## src/sv/mcr_pkg.sv

```systemverilog
// Package for the midpoint circle rasteriser: mode codes, field widths
// and the iteration record passed from the front end to the span emitter.
// No dependencies.
package mcr_pkg;

    // Input field widths
    localparam int CENTER_W = 12;
    localparam int RADIUS_W = 11;
    localparam int MINOR_W  = 12;
    localparam int DEC_W    = 14;
    localparam int OUT_W    = 14;

    // Packed port widths
    localparam int IN_DATA_W  = 40;
    localparam int OUT_DATA_W = 48;

    // Depth of the iteration queue
    localparam int QUEUE_DEPTH = 2;

    // Index of the last result in an iteration
    localparam logic [2:0] LAST_FILL    = 3'd3;
    localparam logic [2:0] LAST_OUTLINE = 3'd7;

    // Item kinds carried in s_tuser
    typedef enum logic [1:0] {
        MODE_OUTLINE = 2'd0,
        MODE_FILL    = 2'd1,
        MODE_ADVANCE = 2'd2
    } mode_t;

    // One iteration's worth of work for the span emitter
    typedef struct packed {
        logic [CENTER_W-1:0] cx;
        logic [CENTER_W-1:0] cy;
        logic [RADIUS_W-1:0] x;
        logic [MINOR_W-1:0]  y;
        logic                fill;
        logic                fin;
    } job_t;

endpackage

```

## src/sv/mcr_front.sv

```systemverilog
// Front end of the midpoint circle rasteriser: takes start and advance
// words, holds the circle state and steps the decision value.
// Depends on mcr_pkg.
module mcr_front #(
    parameter int COORD_BITS = 12
) (
    input  logic                         clk,
    input  logic                         rst_n,
    input  logic                         in_valid,
    input  logic [1:0]                   in_mode,
    input  logic [mcr_pkg::CENTER_W-1:0] in_center_x,
    input  logic [mcr_pkg::CENTER_W-1:0] in_center_y,
    input  logic [mcr_pkg::RADIUS_W-1:0] in_radius,
    input  logic                         q_full,
    output logic                         in_ready,
    output logic                         push,
    output mcr_pkg::job_t                push_job
);

    localparam int CTR_W = (COORD_BITS < mcr_pkg::CENTER_W) ? COORD_BITS : mcr_pkg::CENTER_W;

    logic [CTR_W-1:0]             ctr_x_reg, ctr_x_next;
    logic [CTR_W-1:0]             ctr_y_reg, ctr_y_next;
    logic [mcr_pkg::RADIUS_W-1:0] x_reg, x_next;
    logic [mcr_pkg::MINOR_W-1:0]  y_reg, y_next;
    logic [mcr_pkg::DEC_W-1:0]    dec_reg, dec_next;
    logic                         fill_reg, fill_next;
    logic                         active_reg, active_next;

    logic                         accept;
    logic [mcr_pkg::MINOR_W-1:0]  x_ext;
    logic [mcr_pkg::MINOR_W-1:0]  y_inc;
    logic [12:0]                  x_dec_s;
    logic                         dec_le_zero;
    logic [mcr_pkg::DEC_W-1:0]    dec_inc;
    logic [mcr_pkg::DEC_W-1:0]    two_x;
    logic                         fin;

    assign in_ready = !q_full;
    assign accept   = in_valid && in_ready;

    // Decision step for the current x, y
    assign x_ext       = {1'b0, x_reg};
    assign y_inc       = y_reg + 12'd1;
    assign x_dec_s     = {2'b00, x_reg} - 13'd1;
    assign dec_le_zero = dec_reg[mcr_pkg::DEC_W-1] || (dec_reg == '0);
    assign dec_inc     = dec_reg + {1'b0, y_inc, 1'b0} + 14'd1;
    assign two_x       = {x_dec_s, 1'b0};
    assign fin         = dec_le_zero ? (x_ext < y_inc)
                                     : ((x_reg == '0) || ((x_ext - 12'd1) < y_inc));

    // Iteration record
    always_comb
    begin
        push_job.cx   = mcr_pkg::CENTER_W'(ctr_x_reg);
        push_job.cy   = mcr_pkg::CENTER_W'(ctr_y_reg);
        push_job.x    = x_reg;
        push_job.y    = y_reg;
        push_job.fill = fill_reg;
        push_job.fin  = fin;
    end

    // State update per accepted word
    always_comb
    begin
        ctr_x_next  = ctr_x_reg;
        ctr_y_next  = ctr_y_reg;
        x_next      = x_reg;
        y_next      = y_reg;
        dec_next    = dec_reg;
        fill_next   = fill_reg;
        active_next = active_reg;
        push        = 1'b0;
        if (accept)
        begin
            unique case (in_mode)
                mcr_pkg::MODE_OUTLINE, mcr_pkg::MODE_FILL:
                begin
                    ctr_x_next  = CTR_W'(in_center_x);
                    ctr_y_next  = CTR_W'(in_center_y);
                    x_next      = in_radius;
                    y_next      = '0;
                    dec_next    = 14'd1 - {3'b000, in_radius};
                    fill_next   = (in_mode == mcr_pkg::MODE_FILL);
                    active_next = 1'b1;
                end
                mcr_pkg::MODE_ADVANCE:
                begin
                    if (active_reg)
                    begin
                        if (x_ext < y_reg)
                        begin
                            active_next = 1'b0;
                        end
                        else
                        begin
                            push   = 1'b1;
                            y_next = y_inc;
                            if (dec_le_zero)
                            begin
                                dec_next = dec_inc;
                            end
                            else
                            begin
                                x_next   = x_dec_s[mcr_pkg::RADIUS_W-1:0];
                                dec_next = dec_inc - two_x;
                            end
                            if (fin)
                            begin
                                active_next = 1'b0;
                            end
                        end
                    end
                end
                default:
                begin
                    // reserved kind: ignored
                end
            endcase
        end
    end

    always_ff @(posedge clk or negedge rst_n)
    begin
        if (!rst_n)
        begin
            ctr_x_reg  <= '0;
            ctr_y_reg  <= '0;
            x_reg      <= '0;
            y_reg      <= '0;
            dec_reg    <= '0;
            fill_reg   <= 1'b0;
            active_reg <= 1'b0;
        end
        else
        begin
            ctr_x_reg  <= ctr_x_next;
            ctr_y_reg  <= ctr_y_next;
            x_reg      <= x_next;
            y_reg      <= y_next;
            dec_reg    <= dec_next;
            fill_reg   <= fill_next;
            active_reg <= active_next;
        end
    end

    // An iteration is only queued while a circle is running
    a_push_active: assert property (@(posedge clk) disable iff (!rst_n)
        push |-> active_reg && !q_full)
        else $error("iteration queued while idle or queue full");

endmodule

```

## src/sv/mcr_queue.sv

```systemverilog
// Short queue of iteration records between front end and span emitter.
// Depends on mcr_pkg.
module mcr_queue (
    input  logic          clk,
    input  logic          rst_n,
    input  logic          push,
    input  mcr_pkg::job_t push_job,
    input  logic          pop,
    output logic          full,
    output logic          q_valid,
    output mcr_pkg::job_t head_job
);

    localparam int PTR_W = $clog2(mcr_pkg::QUEUE_DEPTH);
    localparam int CNT_W = $clog2(mcr_pkg::QUEUE_DEPTH + 1);

    mcr_pkg::job_t    mem [mcr_pkg::QUEUE_DEPTH];
    logic [PTR_W-1:0] wr_ptr_reg, wr_ptr_next;
    logic [PTR_W-1:0] rd_ptr_reg, rd_ptr_next;
    logic [CNT_W-1:0] count_reg, count_next;

    assign full     = (count_reg == CNT_W'(mcr_pkg::QUEUE_DEPTH));
    assign q_valid  = (count_reg != '0);
    assign head_job = mem[rd_ptr_reg];

    // Pointer and fill level
    always_comb
    begin
        wr_ptr_next = wr_ptr_reg;
        rd_ptr_next = rd_ptr_reg;
        count_next  = count_reg;
        if (push)
        begin
            wr_ptr_next = (wr_ptr_reg == PTR_W'(mcr_pkg::QUEUE_DEPTH - 1)) ? '0
                                                                           : wr_ptr_reg + 1'b1;
        end
        if (pop)
        begin
            rd_ptr_next = (rd_ptr_reg == PTR_W'(mcr_pkg::QUEUE_DEPTH - 1)) ? '0
                                                                           : rd_ptr_reg + 1'b1;
        end
        priority if (push && !pop)
        begin
            count_next = count_reg + 1'b1;
        end
        else if (pop && !push)
        begin
            count_next = count_reg - 1'b1;
        end
    end

    // Storage
    always_ff @(posedge clk)
    begin
        if (push)
        begin
            mem[wr_ptr_reg] <= push_job;
        end
    end

    always_ff @(posedge clk or negedge rst_n)
    begin
        if (!rst_n)
        begin
            wr_ptr_reg <= '0;
            rd_ptr_reg <= '0;
            count_reg  <= '0;
        end
        else
        begin
            wr_ptr_reg <= wr_ptr_next;
            rd_ptr_reg <= rd_ptr_next;
            count_reg  <= count_next;
        end
    end

    a_no_overflow: assert property (@(posedge clk) disable iff (!rst_n)
        full |-> !push)
        else $error("queue written while full");

    a_no_underflow: assert property (@(posedge clk) disable iff (!rst_n)
        !q_valid |-> !pop)
        else $error("queue read while empty");

endmodule

```

## src/sv/mcr_back.sv

```systemverilog
// Span emitter: expands one iteration record into four spans or eight
// points, one result word per cycle into an output register unless out_ready holds it.
// Depends on mcr_pkg.
module mcr_back (
    input  logic                           clk,
    input  logic                           rst_n,
    input  logic                           q_valid,
    input  mcr_pkg::job_t                  head_job,
    output logic                           pop,
    output logic                           out_valid,
    input  logic                           out_ready,
    output logic [mcr_pkg::OUT_DATA_W-1:0] out_data,
    output logic                           out_last,
    output logic                           out_done
);

    mcr_pkg::job_t             job_reg, job_next;
    logic                      busy_reg, busy_next;
    logic [2:0]                k_reg, k_next;
    logic                      ov_reg, ov_next;
    logic [mcr_pkg::OUT_W-1:0] left_reg, left_next;
    logic [mcr_pkg::OUT_W-1:0] right_reg, right_next;
    logic [mcr_pkg::OUT_W-1:0] row_reg, row_next;
    logic                      last_reg, last_next;
    logic                      done_reg, done_next;

    logic                      emit;
    logic                      k_last;
    logic [mcr_pkg::OUT_W-1:0] cx, cy, a, b;
    logic [mcr_pkg::OUT_W-1:0] col_p, col_m, row_p, row_m;

    assign emit   = busy_reg && (!ov_reg || out_ready);
    assign k_last = (k_reg == (job_reg.fill ? mcr_pkg::LAST_FILL : mcr_pkg::LAST_OUTLINE));
    assign pop    = q_valid && (!busy_reg || (emit && k_last));

    // Offsets: outline swaps on bit 2, fill on bit 1
    always_comb
    begin
        cx = mcr_pkg::OUT_W'(job_reg.cx);
        cy = mcr_pkg::OUT_W'(job_reg.cy);
        if (job_reg.fill ? k_reg[1] : k_reg[2])
        begin
            a = mcr_pkg::OUT_W'(job_reg.y);
            b = mcr_pkg::OUT_W'(job_reg.x);
        end
        else
        begin
            a = mcr_pkg::OUT_W'(job_reg.x);
            b = mcr_pkg::OUT_W'(job_reg.y);
        end
        col_p = cx + a;
        col_m = cx - a;
        row_p = cy + b;
        row_m = cy - b;
    end

    // Sequencing and output register
    always_comb
    begin
        job_next   = job_reg;
        busy_next  = busy_reg;
        k_next     = k_reg;
        ov_next    = ov_reg;
        left_next  = left_reg;
        right_next = right_reg;
        row_next   = row_reg;
        last_next  = last_reg;
        done_next  = done_reg;
        if (ov_reg && out_ready)
        begin
            ov_next = 1'b0;
        end
        if (emit)
        begin
            ov_next   = 1'b1;
            last_next = k_last;
            done_next = k_last && job_reg.fin;
            if (job_reg.fill)
            begin
                left_next  = col_m;
                right_next = col_p;
                row_next   = k_reg[0] ? row_m : row_p;
            end
            else
            begin
                left_next  = k_reg[0] ? col_m : col_p;
                right_next = k_reg[0] ? col_m : col_p;
                row_next   = k_reg[1] ? row_m : row_p;
            end
            k_next = k_last ? 3'd0 : k_reg + 3'd1;
            if (k_last)
            begin
                busy_next = 1'b0;
            end
        end
        if (pop)
        begin
            job_next  = head_job;
            busy_next = 1'b1;
        end
    end

    always_ff @(posedge clk)
    begin
        job_reg   <= job_next;
        left_reg  <= left_next;
        right_reg <= right_next;
        row_reg   <= row_next;
    end

    always_ff @(posedge clk or negedge rst_n)
    begin
        if (!rst_n)
        begin
            busy_reg <= 1'b0;
            k_reg    <= '0;
            ov_reg   <= 1'b0;
            last_reg <= 1'b0;
            done_reg <= 1'b0;
        end
        else
        begin
            busy_reg <= busy_next;
            k_reg    <= k_next;
            ov_reg   <= ov_next;
            last_reg <= last_next;
            done_reg <= done_next;
        end
    end

    assign out_valid = ov_reg;
    assign out_data  = {6'b000000, row_reg, right_reg, left_reg};
    assign out_last  = last_reg;
    assign out_done  = done_reg;

    a_fill_count: assert property (@(posedge clk) disable iff (!rst_n)
        busy_reg && job_reg.fill |-> !k_reg[2])
        else $error("fill iteration ran past four spans");

    a_idle_counter: assert property (@(posedge clk) disable iff (!rst_n)
        !busy_reg |-> (k_reg == '0))
        else $error("result counter not cleared between iterations");

    a_done_on_last: assert property (@(posedge clk) disable iff (!rst_n)
        ov_reg && done_reg |-> last_reg)
        else $error("done flagged on a result that is not last");

endmodule

```

## src/sv/midpoint_circle_rasterizer_unit.sv

```systemverilog
// Top level of the midpoint circle rasteriser: front end, iteration queue
// and span emitter. Depends on mcr_pkg, mcr_front, mcr_queue, mcr_back.
//
//  channel | dir | data                                  | side band
//  --------+-----+---------------------------------------+------------------------------
//  s_      | in  | center_x, center_y, radius            | tuser: mode
//  m_      | out | span_left, span_right, span_row       | tlast: last, tuser: done_res
//
// A start word yields nothing. An advance word passes through the front end and
// then yields 4 spans (fill) or 8 points (outline) in the span emitter, which
// writes one result word per cycle into the output register unless m_tready holds it.
// A two-entry iteration queue parts the two halves; s_tready drops only when
// it is full. Reset clears all control state at once; no clearing pass.
module midpoint_circle_rasterizer_unit #(
    parameter int COORD_BITS = 12
) (
    input  logic                           clk,
    input  logic                           rst_n,
    input  logic                           s_tvalid,
    output logic                           s_tready,
    // [11:0] center_x, [23:12] center_y, [34:24] radius, [39:35] zero
    input  logic [mcr_pkg::IN_DATA_W-1:0]  s_tdata,
    // [1:0] mode
    input  logic [1:0]                     s_tuser,
    output logic                           m_tvalid,
    input  logic                           m_tready,
    // [13:0] span_left, [27:14] span_right, [41:28] span_row, [47:42] zero
    output logic [mcr_pkg::OUT_DATA_W-1:0] m_tdata,
    output logic                           m_tlast,
    // [0] done_res
    output logic [0:0]                     m_tuser
);

    logic          push;
    logic          pop;
    logic          q_full;
    logic          q_valid;
    mcr_pkg::job_t push_job;
    mcr_pkg::job_t head_job;
    logic          done;

    mcr_front #(
        .COORD_BITS (COORD_BITS)
    ) u_front (
        .clk         (clk),
        .rst_n       (rst_n),
        .in_valid    (s_tvalid),
        .in_mode     (s_tuser),
        .in_center_x (s_tdata[11:0]),
        .in_center_y (s_tdata[23:12]),
        .in_radius   (s_tdata[34:24]),
        .q_full      (q_full),
        .in_ready    (s_tready),
        .push        (push),
        .push_job    (push_job)
    );

    mcr_queue u_queue (
        .clk      (clk),
        .rst_n    (rst_n),
        .push     (push),
        .push_job (push_job),
        .pop      (pop),
        .full     (q_full),
        .q_valid  (q_valid),
        .head_job (head_job)
    );

    mcr_back u_back (
        .clk       (clk),
        .rst_n     (rst_n),
        .q_valid   (q_valid),
        .head_job  (head_job),
        .pop       (pop),
        .out_valid (m_tvalid),
        .out_ready (m_tready),
        .out_data  (m_tdata),
        .out_last  (m_tlast),
        .out_done  (done)
    );

    assign m_tuser = done;

endmodule

```

## config.mk

```make
export PLATFORM = sky130hd
export DESIGN_NAME = midpoint_circle_rasterizer_unit
export DESIGN_NICKNAME = d
export VERILOG_FILES = /design/src/sv/mcr_pkg.sv /design/src/sv/mcr_front.sv /design/src/sv/mcr_queue.sv /design/src/sv/mcr_back.sv /design/src/sv/midpoint_circle_rasterizer_unit.sv
export SDC_FILE = /design/constraint.sdc
export NUM_CORES = 1
export LEC_CHECK = 0
export BUFFER_PORTS_ARGS = -buffer_cell sky130_fd_sc_hd__buf_4
export CAP_MARGIN = 40
export CELL_PAD_IN_SITES_DETAIL_PLACEMENT = 0
export CELL_PAD_IN_SITES_GLOBAL_PLACEMENT = 2
export CORE_MARGIN = 1
export CORE_UTILIZATION = 42
export CTS_CLUSTER_SIZE = 14
export DETAILED_ROUTE_END_ITERATION = 10
export GPL_TIMING_DRIVEN = 0
export MAX_ROUTING_LAYER = met4
export PLACE_DENSITY = 0.9
export SYNTH_ARGS = -nofsm -noshare
export SYNTH_HDL_FRONTEND = slang
export SYNTH_HIERARCHICAL = 1
export SYNTH_SLANG_ARGS = --single-unit
```

## constraint.sdc

```tcl
create_clock -name clk -period 5.1 [get_ports clk]
set_input_delay 1.02 -clock clk [delete_from_list [all_inputs] [get_ports clk]]
set_output_delay 1.02 -clock clk [all_outputs]
set_load 0.1 [all_outputs]
```

==> key figures <==
Status
  – Status: complete, but fails checks
  – Failing checks: design-rule violations

Route
  – DR pass1 iterations: 8
  – Vias: 9936
  – 1st-iter DRT viols: 470
  – Final wirelength: 34200 um
  – Wire per inst: 17.9 um
  – Final ANT Viol Nets: 0
  – Via/cell ratio: 5.21
  – # DRC: 21

Synth
  – Post-Synth XOR/XNOR Area: 4.30%
  – Complex-gate fraction of the synthesized area: 12.3%
  – Adder-cell share of the synthesized area: 10.4%
  – Synth top area share: 36.9%
  – Post-synth top flop: edfxtp_1
  – Simple-gate share of the synthesized area: 9.62%
  – Async set-or-reset flop fraction in the synthesized netlist: 28.2%
  – Seq cells post-synth: 262
  – Post-synth top cells: edfxtp_1 (188), ha_1 (117), inv_1 (94), nand2_1 (84), nor2_1 (79)
  – Synthesized area per cell: 11.8 um2
  – Synth Cell Area: 15300 um2
  – Yosys warnings: 6
  – Proportion of synthesized area in mux cells: 9.66%
  – Number of flops mapped to enable cells by yosys: 188
  – Largest area contributor in the synthesized netlist: edfxtp_1
  – Sequential area share after synthesis: 49.1%
  – Distinct cells, synth: 90
  – Area contributors post-synth: edfxtp_1 (37%), dfrtp_1 (12%), ha_1 (9.6%)
  – Cells after Synth: 1297
  – Largest family of logic cells by synthesized area: compound AO/OA/AOI/OAI gates
  – Top-count cell post-synth: edfxtp_1

Critical path
  – Critical Path RT: 5.47 ns
  – Sequence of cells on the critical path: ha_1, nand3_1, xnor2_1, inv_1, ha_1, o21ai_1, nor2_1, a2111oi_4, nor2_2, xor2_1, ha_1, a21o_1, nand2_1, nand2_1, or3_1, a21oi_1, xor2_1, a31oi_1
  – Crit Path Max Fanout: 12
  – Slowest cell on the critical path: dfrtp_1
  – Cell family with most CP delay: compound AO/OA/AOI/OAI gates
  – CP dominant cell by count: ha_1
  – Crit Path Class: flop to flop
  – Startpoint type of the worst setup path: flop
  – Crit path DAT: 5.00 ns
  – CP max stage delay: 0.60 ns
  – Worst Path Buf+Inv: 1
  – Element type at the critical path end: flop

Floorplanning
  – Die area: 37200 um2
  – Row count: 69
  – Die Height: 193 um
  – Io pins: 98
  – Starting Density: 42.9%
  – Chip width: 193 um
  – Core area: 35700 um2

Finish
  – Antenna Cells: 0
  – Layout cell share with drive strength beyond 1: 20.2%
  – Fin nets: 1592
  – Area delta synth->final: 15.1%
  – Largest register FFs: 98
  – Non-Filler Cell Area, Final: 17600 um2
  – Final Non-Filler Cells: 1906
  – Final Util: 49.3%

Clock network
  – Clock root buffer: clkbuf_16
  – CTS tree: done
  – Clk Latency, worst-skew pair: 0.54 ns
  – Post-CTS setup buffer count: 0
  – Clock-pin slew on the worst setup and hold paths: 0.06 ns
  – CTS H-tree depth: 1
  – Clock Sinks: 262
  – Maximum clock insertion buffer count: 3
  – Cts bufs inserted: 28

STA
  – Max-slew headroom: 42.7%
  – Hold Fails Final Rpt: 0
  – Fin crit share: 90.8%
  – Worst Skew: 0.0181 ns
  – Final Setup Violations: 0
  – Setup WS post-layout: 0.470 ns
  – Clock period minus worst slack: 4.63 ns
  – Count of pins over their slew limit: 0
  – Maximum clock rate: 0.216 GHz
  – Slew @ Worst Pin: 0.857 ns
  – RSZ-0062 raised after global routing: false

Power and ir drop
  – Clock power frac: 16.6%
  – Total power: 12.0 mW
  – Net switching power: 5.31 mW
  – Leakage: 7.24 nW
  – Combinational Power Share: 54.7%
  – Peak supply drop: 0.472 mV
  – Pint: 6.69 mW
  – Power per cell area: 682 nW/um2
  – Net switching fraction of the power: 44.3%
  – Sequential power share: 28.7%

Min path
  – Worst hold path type: input port to asynchronous set/reset pin

Place
  – Hpwl dp: 26200 um
  – Post-Place Cell Area: 16700 um2
  – Placed Instances: 1854
  – Final Wtd Congestion: 0.934
  – IO buf count: 86
  – Worst slack at placement: 0.375 ns

Flow run
  – Max_cap viols: 0

GRT
  – Vias in the first global route: 9886
  – Total grt overflow: 0
  – Global-route usage over all layers: 19.3%
  – First-pass GRT wire length: 53800 um
  – Pin count of the biggest net entering global routing: 58
  – Initial antenna violation count: 0
-- area by class of cell --
cell class / count / area [um2]
Inverter: 97 / 367
Fill cell: 3214 / 18100
Buffer: 46 / 348
Tap cell: 461 / 577
Clock inverter: 14 / 134
Clock buffer: 38 / 779
Sequential cell: 262 / 7500
Multi-Input combinational cell: 897 / 7110
Timing Repair Buffer: 91 / 776
-- metal layers --
metal	share of wire, %	up-vias	track usage, %
met5	0	-	-
met4	2.4	0	5.15
met3	3.4	48	1.95
met2	50	162	33.3
met1	45	4769	24.0
li1	-	4957	-
-- final timing paths --
kind,startpoint,endpoint,slack [ns],cells after the start
max reg2reg,u_front/y_reg[0],u_front/dec_reg[12],0.47,18
max in group asynchronous,rst_n,u_front/x_reg[0],4.12,2
max,u_front/y_reg[0],u_front/dec_reg[12],0.47,18
min reg2reg,u_front/ctr_y_reg[9],u_queue/mem[1][34],0.47,0
min in group clk,u_front/ctr_y_reg[9],u_queue/mem[1][34],0.47,0
min,rst_n,u_front/ctr_x_reg[0],0.38,1
-- through the flow --
stage | hold WS (ns) | TNS, ns
4_1_cts | 0.366 | 0
3_3_place_gp | 0.444 | -58.34
3_5_place_dp | 0.449 | 0
5_1_grt | 0.376 | 0
2_1_floorplan | 0.438 | 0
6_report | 0.381 | 0
-- kinds of logic (layout without fill, tap and decap cells) --
group,count (synthesis),count (layout)
AO/OA/AOI/OAI,279,279
AND/OR/NAND/NOR,298,298
adder cells (fa/ha/maj),123,123
buffers and inverters,143,286
flip-flops,262,262
XOR/XNOR,75,75
multiplexers,116,116
other,1,6
-- cells in the final DEF, fill, tap and decap left out, drive strengths merged, types with 49 or more instances in the layout --
cell / instances
o21ai: 68
nand2: 84
xnor2: 49
mux2: 102
buf: 116
ha: 117
dfrtp: 74
clkbuf: 59
a21oi: 73
nor2: 82
edfxtp: 188
inv: 97
-- power by group through the flow --
stage | clock (mW) | sequential, mW | combinational, mW
detailed placement | 0 | 3.49 | 6.57
finish | 1.99 | 3.45 | 6.56
global placement | 0 | 3.46 | 6.46
CTS | 2.05 | 3.45 | 6.60
floorplan | 0 | 4.59 | 3.97
global route | 2.13 | 3.52 | 7.20
-- timing repair --
action,CTS,global route
endpoints found under the setup margin,0,1
resized for setup,0,1
hold buffers,0,0
Note: power is estimated with default switching activity, not from simulation.
